File: config.mk
export PLATFORM = sky130hd
export DESIGN_NAME = int8_dense_mac_requantize
export DESIGN_NICKNAME = d
export VERILOG_FILES = /design/src/idmr_pkg.sv /design/src/int8_dense_mac_requantize.sv /design/src/idmr_cfg_regs.sv /design/src/idmr_ctrl.sv /design/src/idmr_dp.sv
export SDC_FILE = /design/constraint.sdc
export NUM_CORES = 2
export LEC_CHECK = 0
export ABC_CLOCK_PERIOD_IN_PS = 9900
export BUFFER_PORTS_ARGS = -buffer_cell sky130_fd_sc_hd__buf_2
export CORE_UTILIZATION = 35
export CTS_CLUSTER_DIAMETER = 40
export DETAILED_ROUTE_END_ITERATION = 10
export SLEW_MARGIN = 30
export SYNTH_ARGS = -nofsm -noshare
export SYNTH_HDL_FRONTEND = slang
export SYNTH_HIERARCHICAL = 1
export SYNTH_SLANG_ARGS = --single-unit
File: constraint.sdc
create_clock -name clk -period 9.9 [get_ports clk]
set_input_delay 0.495 -clock clk [delete_from_list [all_inputs] [get_ports clk]]
set_output_delay 0.495 -clock clk [all_outputs]
set_load 0.1 [all_outputs]
File: src/idmr_pkg.sv
`timescale 1ns / 1ps
`default_nettype none
// ----------------------------------------------------------------------------
// idmr_pkg
// shared types, register map and constants of the int8 dense mac/requantize
// ----------------------------------------------------------------------------
package idmr_pkg;

  localparam int unsigned ADDR_W = 5;
  localparam int unsigned DATA_W = 32;
  localparam int unsigned IN_TDATA_W = 48;
  localparam int unsigned OUT_TDATA_W = 8;

  typedef logic [2:0] reg_idx_t;
  localparam reg_idx_t REG_IN_ZP    = 3'd0;
  localparam reg_idx_t REG_OUT_ZP   = 3'd1;
  localparam reg_idx_t REG_MULT     = 3'd2;
  localparam reg_idx_t REG_SHIFT    = 3'd3;
  localparam reg_idx_t REG_CLAMP_LO = 3'd4;
  localparam reg_idx_t REG_CLAMP_HI = 3'd5;

  localparam logic [7:0]  RST_IN_ZP    = 8'h00;
  localparam logic [7:0]  RST_OUT_ZP   = 8'h00;
  localparam logic [31:0] RST_MULT     = 32'h4000_0000;
  localparam logic [5:0]  RST_SHIFT    = 6'h00;
  localparam logic [7:0]  RST_CLAMP_LO = 8'h80;
  localparam logic [7:0]  RST_CLAMP_HI = 8'h7F;

  localparam logic [63:0] NUDGE_POS  = 64'h0000_0000_4000_0000;
  localparam logic [63:0] NUDGE_NEG  = 64'hFFFF_FFFF_C000_0001;
  localparam logic [63:0] Q31_BIAS   = 64'h0000_0000_7FFF_FFFF;
  localparam logic [31:0] Q31_MIN    = 32'h8000_0000;
  localparam logic [31:0] Q31_MAX    = 32'h7FFF_FFFF;
  localparam logic [4:0]  SHIFT_MAX  = 5'd31;

  typedef struct packed {
    logic [7:0]  in_zp;
    logic [7:0]  out_zp;
    logic [31:0] mult;
    logic [5:0]  shift;
    logic [7:0]  clamp_lo;
    logic [7:0]  clamp_hi;
  } cfg_t;

  typedef enum logic [2:0] {
    ST_MAC,
    ST_SHIFT,
    ST_MUL,
    ST_NUDGE,
    ST_SCALE,
    ST_ROUND,
    ST_FINISH
  } state_t;

  typedef struct packed {
    logic mac_en;
    logic shift_en;
    logic mul_en;
    logic nudge_en;
    logic scale_en;
    logic round_en;
    logic out_load;
  } cmd_t;

  typedef struct packed {
    logic out_full;
  } sts_t;

endpackage : idmr_pkg
`default_nettype wire

File: src/int8_dense_mac_requantize.sv
`timescale 1ns / 1ps
`default_nettype none
// ----------------------------------------------------------------------------
// int8_dense_mac_requantize
// one int8 dense-layer neuron: mac over a run of beats, then requantize
// ----------------------------------------------------------------------------
// channel  dir  signals                      content
// in       in   in_tdata/in_tuser/in_tlast   activation, weight, bias / first / last
// out      out  out_tdata                    out_value
// cfg      in   cfg_p*                       zero points, multiplier, shift, clamps
//
// a beat without last is taken every cycle, one mac per cycle
// a last beat holds in_tready low while the requantize
// stages (shift, 32x32 multiply, nudge, scale, round, clamp) run in turn
// the result sits in an output register; the input stalls longer only if a new
// result is ready before the previous one is taken
// reset is synchronous, active low; the accumulator clears to zero
// ----------------------------------------------------------------------------
module int8_dense_mac_requantize (
  input  wire logic                               clk,
  input  wire logic                               rst_n,
  input  wire logic                               in_tvalid,
  output logic                                    in_tready,
  // activation [7:0], weight [15:8], bias [47:16]
  input  wire logic [idmr_pkg::IN_TDATA_W-1:0]    in_tdata,
  // first
  input  wire logic                               in_tuser,
  input  wire logic                               in_tlast,
  output logic                                    out_tvalid,
  input  wire logic                               out_tready,
  // out_value [7:0]
  output logic      [idmr_pkg::OUT_TDATA_W-1:0]   out_tdata,
  input  wire logic                               cfg_psel,
  input  wire logic                               cfg_penable,
  input  wire logic                               cfg_pwrite,
  input  wire logic [idmr_pkg::ADDR_W-1:0]        cfg_paddr,
  input  wire logic [idmr_pkg::DATA_W-1:0]        cfg_pwdata,
  output logic      [idmr_pkg::DATA_W-1:0]        cfg_prdata,
  output logic                                    cfg_pready
);
  import idmr_pkg::*;

  cfg_t cfg;
  cmd_t cmd;
  sts_t sts;

  idmr_cfg_regs u_cfg (
    .clk         (clk),
    .rst_n       (rst_n),
    .cfg_psel    (cfg_psel),
    .cfg_penable (cfg_penable),
    .cfg_pwrite  (cfg_pwrite),
    .cfg_paddr   (cfg_paddr),
    .cfg_pwdata  (cfg_pwdata),
    .cfg_prdata  (cfg_prdata),
    .cfg_pready  (cfg_pready),
    .cfg         (cfg)
  );

  idmr_ctrl u_ctrl (
    .clk       (clk),
    .rst_n     (rst_n),
    .in_tvalid (in_tvalid),
    .in_tlast  (in_tlast),
    .in_tready (in_tready),
    .sts       (sts),
    .cmd       (cmd)
  );

  idmr_dp u_dp (
    .clk        (clk),
    .rst_n      (rst_n),
    .cfg        (cfg),
    .cmd        (cmd),
    .sts        (sts),
    .in_tdata   (in_tdata),
    .in_tuser   (in_tuser),
    .out_tvalid (out_tvalid),
    .out_tready (out_tready),
    .out_tdata  (out_tdata)
  );

endmodule : int8_dense_mac_requantize
`default_nettype wire

File: src/idmr_cfg_regs.sv
`timescale 1ns / 1ps
`default_nettype none
// ----------------------------------------------------------------------------
// idmr_cfg_regs
// apb register file holding zero points, multiplier, shift and clamp bounds
// ----------------------------------------------------------------------------
module idmr_cfg_regs (
  input  wire logic                       clk,
  input  wire logic                       rst_n,
  input  wire logic                       cfg_psel,
  input  wire logic                       cfg_penable,
  input  wire logic                       cfg_pwrite,
  input  wire logic [idmr_pkg::ADDR_W-1:0] cfg_paddr,
  input  wire logic [idmr_pkg::DATA_W-1:0] cfg_pwdata,
  output logic      [idmr_pkg::DATA_W-1:0] cfg_prdata,
  output logic                            cfg_pready,
  output idmr_pkg::cfg_t                  cfg
);
  import idmr_pkg::*;

  cfg_t     cfg_r;
  cfg_t     cfg_nxt;
  reg_idx_t idx;
  logic     wr_en;

  assign idx        = cfg_paddr[ADDR_W-1:2];
  assign cfg_pready = 1'b1;
  assign wr_en      = cfg_psel & cfg_penable & cfg_pwrite & cfg_pready;
  assign cfg        = cfg_r;

  always_comb begin
    cfg_nxt = cfg_r;
    if (wr_en) begin
      unique case (idx)
        REG_IN_ZP:    cfg_nxt.in_zp    = cfg_pwdata[7:0];
        REG_OUT_ZP:   cfg_nxt.out_zp   = cfg_pwdata[7:0];
        REG_MULT:     cfg_nxt.mult     = cfg_pwdata[31:0];
        REG_SHIFT:    cfg_nxt.shift    = cfg_pwdata[5:0];
        REG_CLAMP_LO: cfg_nxt.clamp_lo = cfg_pwdata[7:0];
        REG_CLAMP_HI: cfg_nxt.clamp_hi = cfg_pwdata[7:0];
        default:      cfg_nxt = cfg_r;
      endcase
    end
  end

  always_comb begin
    unique case (idx)
      REG_IN_ZP:    cfg_prdata = {24'd0, cfg_r.in_zp};
      REG_OUT_ZP:   cfg_prdata = {24'd0, cfg_r.out_zp};
      REG_MULT:     cfg_prdata = cfg_r.mult;
      REG_SHIFT:    cfg_prdata = {26'd0, cfg_r.shift};
      REG_CLAMP_LO: cfg_prdata = {24'd0, cfg_r.clamp_lo};
      REG_CLAMP_HI: cfg_prdata = {24'd0, cfg_r.clamp_hi};
      default:      cfg_prdata = '0;
    endcase
  end

  always_ff @(posedge clk) begin
    if (!rst_n) begin
      cfg_r.in_zp    <= RST_IN_ZP;
      cfg_r.out_zp   <= RST_OUT_ZP;
      cfg_r.mult     <= RST_MULT;
      cfg_r.shift    <= RST_SHIFT;
      cfg_r.clamp_lo <= RST_CLAMP_LO;
      cfg_r.clamp_hi <= RST_CLAMP_HI;
    end else begin
      cfg_r <= cfg_nxt;
    end
  end

endmodule : idmr_cfg_regs
`default_nettype wire

File: src/idmr_ctrl.sv
`timescale 1ns / 1ps
`default_nettype none
// ----------------------------------------------------------------------------
// idmr_ctrl
// sequencer: accepts mac beats, then steps the requantize stages one per cycle
// ----------------------------------------------------------------------------
module idmr_ctrl (
  input  wire logic          clk,
  input  wire logic          rst_n,
  input  wire logic          in_tvalid,
  input  wire logic          in_tlast,
  output logic               in_tready,
  input  idmr_pkg::sts_t     sts,
  output idmr_pkg::cmd_t     cmd
);
  import idmr_pkg::*;

  state_t state_r;
  state_t state_nxt;
  logic   in_fire;

  assign in_fire = in_tvalid & in_tready;

  always_comb begin
    state_nxt = state_r;
    unique case (state_r)
      ST_MAC:    if (in_fire && in_tlast) state_nxt = ST_SHIFT;
      ST_SHIFT:  state_nxt = ST_MUL;
      ST_MUL:    state_nxt = ST_NUDGE;
      ST_NUDGE:  state_nxt = ST_SCALE;
      ST_SCALE:  state_nxt = ST_ROUND;
      ST_ROUND:  state_nxt = ST_FINISH;
      ST_FINISH: if (!sts.out_full) state_nxt = ST_MAC;
      default:   state_nxt = ST_MAC;
    endcase
  end

  always_comb begin
    cmd       = '0;
    in_tready = 1'b0;
    unique case (state_r)
      ST_MAC: begin
        in_tready  = 1'b1;
        cmd.mac_en = in_tvalid;
      end
      ST_SHIFT:  cmd.shift_en = 1'b1;
      ST_MUL:    cmd.mul_en   = 1'b1;
      ST_NUDGE:  cmd.nudge_en = 1'b1;
      ST_SCALE:  cmd.scale_en = 1'b1;
      ST_ROUND:  cmd.round_en = 1'b1;
      ST_FINISH: cmd.out_load = !sts.out_full;
      default: begin
        cmd       = '0;
        in_tready = 1'b0;
      end
    endcase
  end

  always_ff @(posedge clk) begin
    if (!rst_n) begin
      state_r <= ST_MAC;
    end else begin
      state_r <= state_nxt;
    end
  end

  a_load_only_when_free: assert property (@(posedge clk) disable iff (!rst_n)
    cmd.out_load |-> !sts.out_full)
    else $error("result loaded over a pending beat");

  a_last_starts_requant: assert property (@(posedge clk) disable iff (!rst_n)
    (in_fire && in_tlast) |=> (state_r == ST_SHIFT))
    else $error("last beat did not start requantization");

  a_no_accept_in_requant: assert property (@(posedge clk) disable iff (!rst_n)
    (in_fire && in_tlast) |=> !in_tready ##1 !in_tready)
    else $error("input accepted during requantization");

  a_finish_exits: assert property (@(posedge clk) disable iff (!rst_n)
    cmd.out_load |=> (state_r == ST_MAC))
    else $error("sequencer stuck after result load");

endmodule : idmr_ctrl
`default_nettype wire

File: src/idmr_dp.sv
`timescale 1ns / 1ps
`default_nettype none
// ----------------------------------------------------------------------------
// idmr_dp
// accumulator, requantize stages and result register
// ----------------------------------------------------------------------------
module idmr_dp (
  input  wire logic                            clk,
  input  wire logic                            rst_n,
  input  idmr_pkg::cfg_t                       cfg,
  input  idmr_pkg::cmd_t                       cmd,
  output idmr_pkg::sts_t                       sts,
  input  wire logic [idmr_pkg::IN_TDATA_W-1:0] in_tdata,
  input  wire logic                            in_tuser,
  output logic                                 out_tvalid,
  input  wire logic                            out_tready,
  output logic [idmr_pkg::OUT_TDATA_W-1:0]     out_tdata
);
  import idmr_pkg::*;

  logic signed [7:0]  act;
  logic signed [7:0]  wgt;
  logic        [31:0] bias;
  logic signed [8:0]  diff;
  logic signed [16:0] prod;
  logic        [31:0] acc_base;
  logic        [31:0] acc_r;
  logic        [31:0] acc_nxt;

  logic signed [5:0]  sh;
  logic        [5:0]  neg_sh;
  logic        [4:0]  left;
  logic        [4:0]  right;
  logic        [31:0] v_r;
  logic        [4:0]  right_r;
  logic signed [63:0] ab_r;
  logic               sat_r;
  logic signed [63:0] t_r;
  logic               sat_t_r;
  logic signed [63:0] t_adj;
  logic signed [63:0] t_div;
  logic        [31:0] q_r;

  logic        [31:0] mask;
  logic        [31:0] rem;
  logic        [31:0] thr;
  logic signed [31:0] fl;
  logic signed [32:0] rnd_r;
  logic signed [33:0] r_ofs;
  logic signed [33:0] r_lo;
  logic signed [33:0] r_hi;
  logic signed [33:0] r_c;

  logic               out_valid_r;
  logic               out_valid_nxt;
  logic        [7:0]  out_data_r;

  // accumulate
  assign act      = in_tdata[7:0];
  assign wgt      = in_tdata[15:8];
  assign bias     = in_tdata[47:16];
  assign diff     = {act[7], act} - {cfg.in_zp[7], cfg.in_zp};
  assign prod     = diff * wgt;
  assign acc_base = in_tuser ? bias : acc_r;
  assign acc_nxt  = acc_base + {{15{prod[16]}}, prod};

  always_ff @(posedge clk) begin
    if (!rst_n) begin
      acc_r <= '0;
    end else if (cmd.mac_en) begin
      acc_r <= acc_nxt;
    end
  end

  // shift split
  assign sh     = cfg.shift;
  assign neg_sh = 6'd0 - cfg.shift;
  assign left   = (!sh[5] && (sh != 6'sd0)) ? sh[4:0] : 5'd0;
  assign right  = !sh[5] ? 5'd0 : (neg_sh[5] ? SHIFT_MAX : neg_sh[4:0]);

  always_ff @(posedge clk) begin
    if (cmd.shift_en) begin
      v_r     <= acc_r << left;
      right_r <= right;
    end
    if (cmd.mul_en) begin
      ab_r  <= $signed(v_r) * $signed(cfg.mult);
      sat_r <= (v_r == Q31_MIN) && (cfg.mult == Q31_MIN);
    end
    if (cmd.nudge_en) begin
      t_r     <= ab_r + (ab_r[63] ? $signed(NUDGE_NEG) : $signed(NUDGE_POS));
      sat_t_r <= sat_r;
    end
  end

  // divide by 2^31 toward zero
  assign t_adj = t_r[63] ? (t_r + $signed(Q31_BIAS)) : t_r;
  assign t_div = t_adj >>> 31;

  always_ff @(posedge clk) begin
    if (cmd.scale_en) begin
      q_r <= sat_t_r ? Q31_MAX : t_div[31:0];
    end
  end

  // rounding right shift, ties away from zero
  assign mask = (32'd1 << right_r) - 32'd1;
  assign rem  = q_r & mask;
  assign thr  = (mask >> 1) + {31'd0, q_r[31]};
  assign fl   = $signed(q_r) >>> right_r;

  always_ff @(posedge clk) begin
    if (cmd.round_en) begin
      rnd_r <= {fl[31], fl} + {32'd0, (rem > thr)};
    end
  end

  // offset and clamp
  assign r_ofs = {rnd_r[32], rnd_r} + {{26{cfg.out_zp[7]}}, cfg.out_zp};
  assign r_lo  = {{26{cfg.clamp_lo[7]}}, cfg.clamp_lo};
  assign r_hi  = {{26{cfg.clamp_hi[7]}}, cfg.clamp_hi};

  always_comb begin
    r_c = r_ofs;
    if (r_c < r_lo) r_c = r_lo;
    if (r_c > r_hi) r_c = r_hi;
  end

  // result register
  assign out_valid_nxt = cmd.out_load ? 1'b1 : (out_tready ? 1'b0 : out_valid_r);

  always_ff @(posedge clk) begin
    if (!rst_n) begin
      out_valid_r <= 1'b0;
    end else begin
      out_valid_r <= out_valid_nxt;
    end
  end

  always_ff @(posedge clk) begin
    if (cmd.out_load) begin
      out_data_r <= r_c[7:0];
    end
  end

  assign sts.out_full = out_valid_r & ~out_tready;
  assign out_tvalid   = out_valid_r;
  assign out_tdata    = out_data_r;

endmodule : idmr_dp
`default_nettype wire
Yosys cells after proc, flatten, opt, wreduce, memory -nomap -nowiden:

Cells that the tools add are included.

* bits in read-only memories: 0
* bits of input ports: 94
* word-level logic and storage cells: 93
* latch bits: 0
* memories: 0
* bits in writable memories: 0
* output and inout port bits: 43
* register bits after elaboration: 346

* add/subtract/negate cells: 9
* mux-type cells: 21
* reduce and logical (&&, ||, !) cells: 16
* magnitude comparators: 3
* bitwise operators: 6
* div/mod/pow operators: 0
* shift-type cells: 3
* equal/unequal tests: 15
* multiply operators: 2

Operator list (number)
* $pmux W32 S6: 1
* $add A64 B64 Y64: 1
* $eq A32 B32 Y1 const B: 2
* $mul A32 B32 Y64: 1
* $mux W64: 1
* $add A63 B32 Y63 const B: 1
* $mux W63: 1
* $add A33 B8 Y34: 1
* $gt A34 B8 Y1: 1
* $lt A34 B8 Y1: 1
* $mux W34: 1
* $add A32 B2 Y33: 1
* $add A31 B1 Y32: 1
* $add A32 B32 Y32: 1
* $and A32 B32 Y32: 1
* $gt A32 B32 Y1: 1
* $mux W32: 1
* $shl A1 B5 Y32 const A: 1
* $shl A32 B5 Y32: 1
* $sshr A32 B5 Y32: 1
* $sub A32 B1 Y32 const B: 1
* $pmux W3 S7: 1
* $mul A9 B8 Y17: 1
* $eq A3 B3 Y1 const B: 5
* other kinds (18): 46

Longest topological paths before layout:

* depth in word-level cells: 6
* mapped depth: 40
* depth with buffers taken out: 40

Modules after synthesis:

Netlist, hierarchy kept.

Modules (own cells, without submodules)
* idmr_dp: cells an instance 6802, area an instance 62328.5 um2, sequential area each 7867.5 um2, times used 1
* idmr_cfg_regs: cells an instance 365, area an instance 3304.4 um2, sequential area each 1401.3 um2, times used 1
* idmr_ctrl: cells an instance 25, area an instance 241.5 um2, sequential area each 60.1 um2, times used 1

Least setup slack after synthesis:

Ideal clock, no wire load.

* path type: input to register
* from: input in_tdata[0] (netlist bit)
* to: register u_dp.acc_r[31]
* library setup time: 0.092 ns
* arrival time: 8.165 ns
* cell stages on the path: 37
* slack: 1.643 ns
* required time: 9.808 ns
* path buffers: 1
* cell sequence: inv_1 ha_1 inv_1 fa_1 nand2_1 nand2_1 a21oi_1 o21bai_1 a21oi_1 o211ai_1 o21ai_1 nand2_1 fa_1 fa_1 inv_1 fa_1 inv_1 fa_1 inv_1 ha_1 and3_1 a31oi_1 a21oi_1 xnor2_1 inv_1 ha_1 clkbuf_1 a211oi_1 o21ai_0 a21oi_1 o21a_1 o41a_1 o211ai_1 a2111oi_0 nor3_1 and3_1 o32ai_1

* word-level cells in the longest chain between the ends: 3

RTL lines
* from (decl): line int8_dense_mac_requantize.sv:25 `input wire logic [idmr_pkg::IN_TDATA_W-1:0] in_tdata,`
* $sub A8 B8 Y9: line idmr_dp.sv:62 `assign diff = {act[7], act} - {cfg.in_zp[7], cfg.in_zp};`
* $mul A9 B8 Y17: line idmr_dp.sv:63 `assign prod = diff * wgt;`
* $add A32 B32 Y32: line idmr_dp.sv:65 `assign acc_nxt = acc_base + {{15{prod[16]}}, prod};`
* to (signal assigned): line idmr_dp.sv:71 `acc_r <= acc_nxt;`
* to (decl): line idmr_dp.sv:27 `logic [31:0] acc_r;`

No other way between the ends.
A chain may end at the register's enable or synchronous reset.

Final worst setup path:

* from: register u_cfg.cfg_r, in the netlist u_cfg/cfg[32]
* to: register u_dp.ab_r[62] (data pin)

* word-level cells in the longest chain between the ends: 1

RTL lines
* from (decl): line idmr_cfg_regs.sv:21 `cfg_t cfg_r;`
* from (signal assigned): line idmr_cfg_regs.sv:67 `cfg_r <= cfg_nxt;`
* $mul A32 B32 Y64: line idmr_dp.sv:87 `ab_r <= $signed(v_r) * $signed(cfg.mult);`
* to (signal assigned): line idmr_dp.sv:87
* to (decl): line idmr_dp.sv:36 `logic signed [63:0] ab_r;`

No other way between the ends.

==> metrics.md <==
| Metric | Value |
|---|---|
| H-tree depth | 2 |
| Max-slew headroom | 33.36% |
| Starting Density | 35.37% |
| Post-synthesis cell area | 65,870 µm² |
| DIE WIDTH | 435.8 µm |
| Vias in the first global route | 52,580 |
| Cell count after placement | 9,615 |
| Most used cell, CP | fa_1 |
| Num rows | 158 |
| WL final | 184.8 mm |
| Final cell count without fillers | 9,736 |
| RSZ-0062 raised after global routing | no |
| Synth cell types | 98 |
| Total CTS buffers | 60 |
| Commonest non-fill, non-tap cell in the layout | inv_1 |
| # port buffers | 133 |
| Synth Register Bits | 346 |
| Worst Setup End Kind | flop |
| Initial antenna violation count | 8 |
| Area of the multi-input gates | 50,270 µm² |
| Gp weighted congestion | 0.9203 |
| Core area | 186,200 µm² |
| Peak supply drop | 0.4342 mV |
| Final Skew | 54.92 ps |
| Setup tns final | 0 ps |
| Crit path kind | reg -> reg |
| Chip height | 435.8 µm |
| Async S/R FF share, synth | 0% |
| Layout cells sized above 1 | 8.133% |
| Max-cap violations | 0 |
| Clock Path Buffers | 3 |
| FF/Latch Area | 9335 µm² |
| CTS tree | yes |
| Clock Latency Late Sink | 680 ps |
| Critical Path Fanout Max | 19 |
| Finished Cell Area | 71,770 µm² |
| Min setup slack post-route | 684.0 ps |
| HPWL Detailed | 150.5 mm |
| I/O Pins | 137 |
| Most frequent cells in the layout | inv_1, fa_1, nand2_1, ha_1, and2_1 |
| Critical Path RT | 10,400 ps |
| Slew Limit Fails | 0 |
| Hold WC Path Type | in -> reg |
| Power after layout | 8946 µW |
| Register area share after synthesis | 14.16% |
| Slowest CP cell | dfxtp_1 |
| Clock transition at path regs | 50 ps |
| Outcome | complete, no violations |
| Via density | 5.132 |
| EDFF count, synth | 240 |
| Worst EP arrival | 9720 ps |
| Leak | 0.03253 µW |
| Fmax | 108.5 MHz |
| Tmin final | 9216 ps |
| Startpoint type of the worst setup path | flop |
| Remaining antenna violation count after routing | 0 |
| Placed Area | 69,560 µm² |
| Hold Fails Final Rpt | 0 |
| Largest net degree at the start of global routing | 68 |
| Total number of vias | 49,970 |
| Post-place setup slack | 88.45 ps |
| # setup viols final | 0 |
| Ranking of synthesized cells by area | fa_1, edfxtp_1, ha_1 |
| Global-route wire length before repair | 296.1 mm |
| Post-synth top flop | edfxtp_1 |
| Area delta synth->final | 8.950% |
| Total Routing Usage GR | 19.60% |
| DRC viols | 0 |
| Layout Nets | 8,868 |
| Drt first pass iters | 6 |
| 1st-iter DRT viols | 3,451 |
| Leading area contributor after synthesis | fa_1 |
| Clock Sinks | 346 |
| Fin crit share | 93.09% |
| Power per cell area | 124.7 nW/µm² |
| Wirelength per Cell | 18.98 µm |
| # fillers | 18,630 |
| Synthesized area per cell | 9.159 µm² |
| Synth warn | 6 |
| CP max stage delay | 970 ps |
| Gr ovfl total | 0 |
| Post-Syn Instances | 7,192 |
| Full die area | 190,000 µm² |
| Yosys top cell area share | 34.83% |
| Synthesized Nets | 8,858 |
| CTS root buffer | clkbuf_16 |
| Worst-margin pin slew | 998.3 ps |
## worst paths after layout
| kind | from | end | slack (ps) | cells after the start |
|---|---|---|---|---|
| max reg2reg | u_cfg/cfg[32] | u_dp/ab_r[62] | 680 | 27 |
| min | cfg_pwdata[9] | u_cfg/cfg[31] | 70 | 3 |
| min reg2reg | u_dp/sat_r | u_dp/sat_t_r | 420 | 0 |
| max | u_cfg/cfg[32] | u_dp/ab_r[62] | 680 | 27 |
## critical path: cells and delay by family (launching register included)
family | cells | cell delay (ps)
simple gates | 4 | 1300
buf+inv | 7 | 800
fa+ha+maj | 9 | 4510
flops | 1 | 970
compound gates | 7 | 1420
## area by class of cell
class	instances	share of cell area, %
Tap cell	2480	4.323
Timing Repair Buffer	298	2.793
Sequential cell	346	13.01
Clock inverter	40	0.5980
Inverter	1310	6.857
Antenna cell	2	0.006973
Clock buffer	74	2.369
Multi-Input combinational cell	5186	70.05
## registers in the layout, indices dropped and copies added, names as in the netlist, 3 cells and up
name	flops
u_dp/ab_r	64
u_ctrl/state_r	3
u_cfg/cfg	70
u_dp/out_tdata	8
u_dp/acc_r	32
u_dp/rnd_r	33
u_dp/right_r	5
u_dp/q_r	32
u_dp/t_r	64
u_dp/v_r	32
## Yosys cell counts, drive strengths merged, types with 9 or more instances
| cell type | count |
|---|---|
| or3 | 19 |
| nor3b | 11 |
| inv | 1306 |
| o21a | 33 |
| mux4 | 44 |
| xor2 | 83 |
| nor4 | 38 |
| nor2b | 81 |
| a22oi | 13 |
| nand3b | 17 |
| o22ai | 16 |
| a21o | 134 |
| buf | 39 |
| xnor2 | 181 |
| or2 | 19 |
| a31oi | 28 |
| nand4 | 64 |
| o21bai | 32 |
| dfxtp | 106 |
| a21boi | 9 |
| o311ai | 11 |
| nor3 | 54 |
| and2 | 334 |
| nand2 | 1121 |
| o31ai | 14 |
| fa | 1146 |
| clkbuf | 311 |
| a211oi | 20 |
| mux2 | 75 |
| a21oi | 223 |
| and3 | 68 |
| edfxtp | 240 |
| nand3 | 82 |
| nor2 | 208 |
| ha | 426 |
| mux2i | 178 |
| nand2b | 76 |
| and4 | 9 |
| o211ai | 20 |
| o21ai | 184 |
## logic make-up (layout without fill, tap and decap cells)
kind of cell             Yosys count  count (layout)  synth area share [%]
AO/OA/AOI/OAI                    826             826                 8.089
XOR/XNOR                         264             264                 3.510
adder cells (fa/ha/maj)         1572            1572                 42.92
buffers and inverters           1660            1722                 9.611
flip-flops                       346             346                 14.16
multiplexers                     297             297                 5.525
other                              3               5               0.01709
AND/OR/NAND/NOR                 2224            2224                 16.17
## timing repair
action,4_1_cts,5_1_grt
hold buffers,0,0
buffers inserted,0,4
endpoints found under the setup margin,0,6
gates resized for setup,0,3
## per-stage QoR
step / hold WS, ps / util [%]
floorplan: 400.3 / -
global placement: 401.7 / 37.34
detailed placement: 406.6 / 37.36
CTS: 35.25 / 38.50
global route: 37.35 / 38.54
finish: 71.10 / 38.54
## routing by layer
metal  GRT usage [%]  up-vias  part of all wire, %
li1                -    22820                    -
met1           26.68    25300                   44
met2           31.82     1576                   46
met3           3.165      275                  6.4
met4           6.118        0                  3.4
met5               0        -                    0
## report_power, final
group	leakage (µW)	switching, µW	internal (µW)
clock network	0.00104	836	1310
registers	0.00306	132	1670
logic	0.0284	2950	2050
total	0.0325	3920	5030
Power figures use the tool's default switching activity.
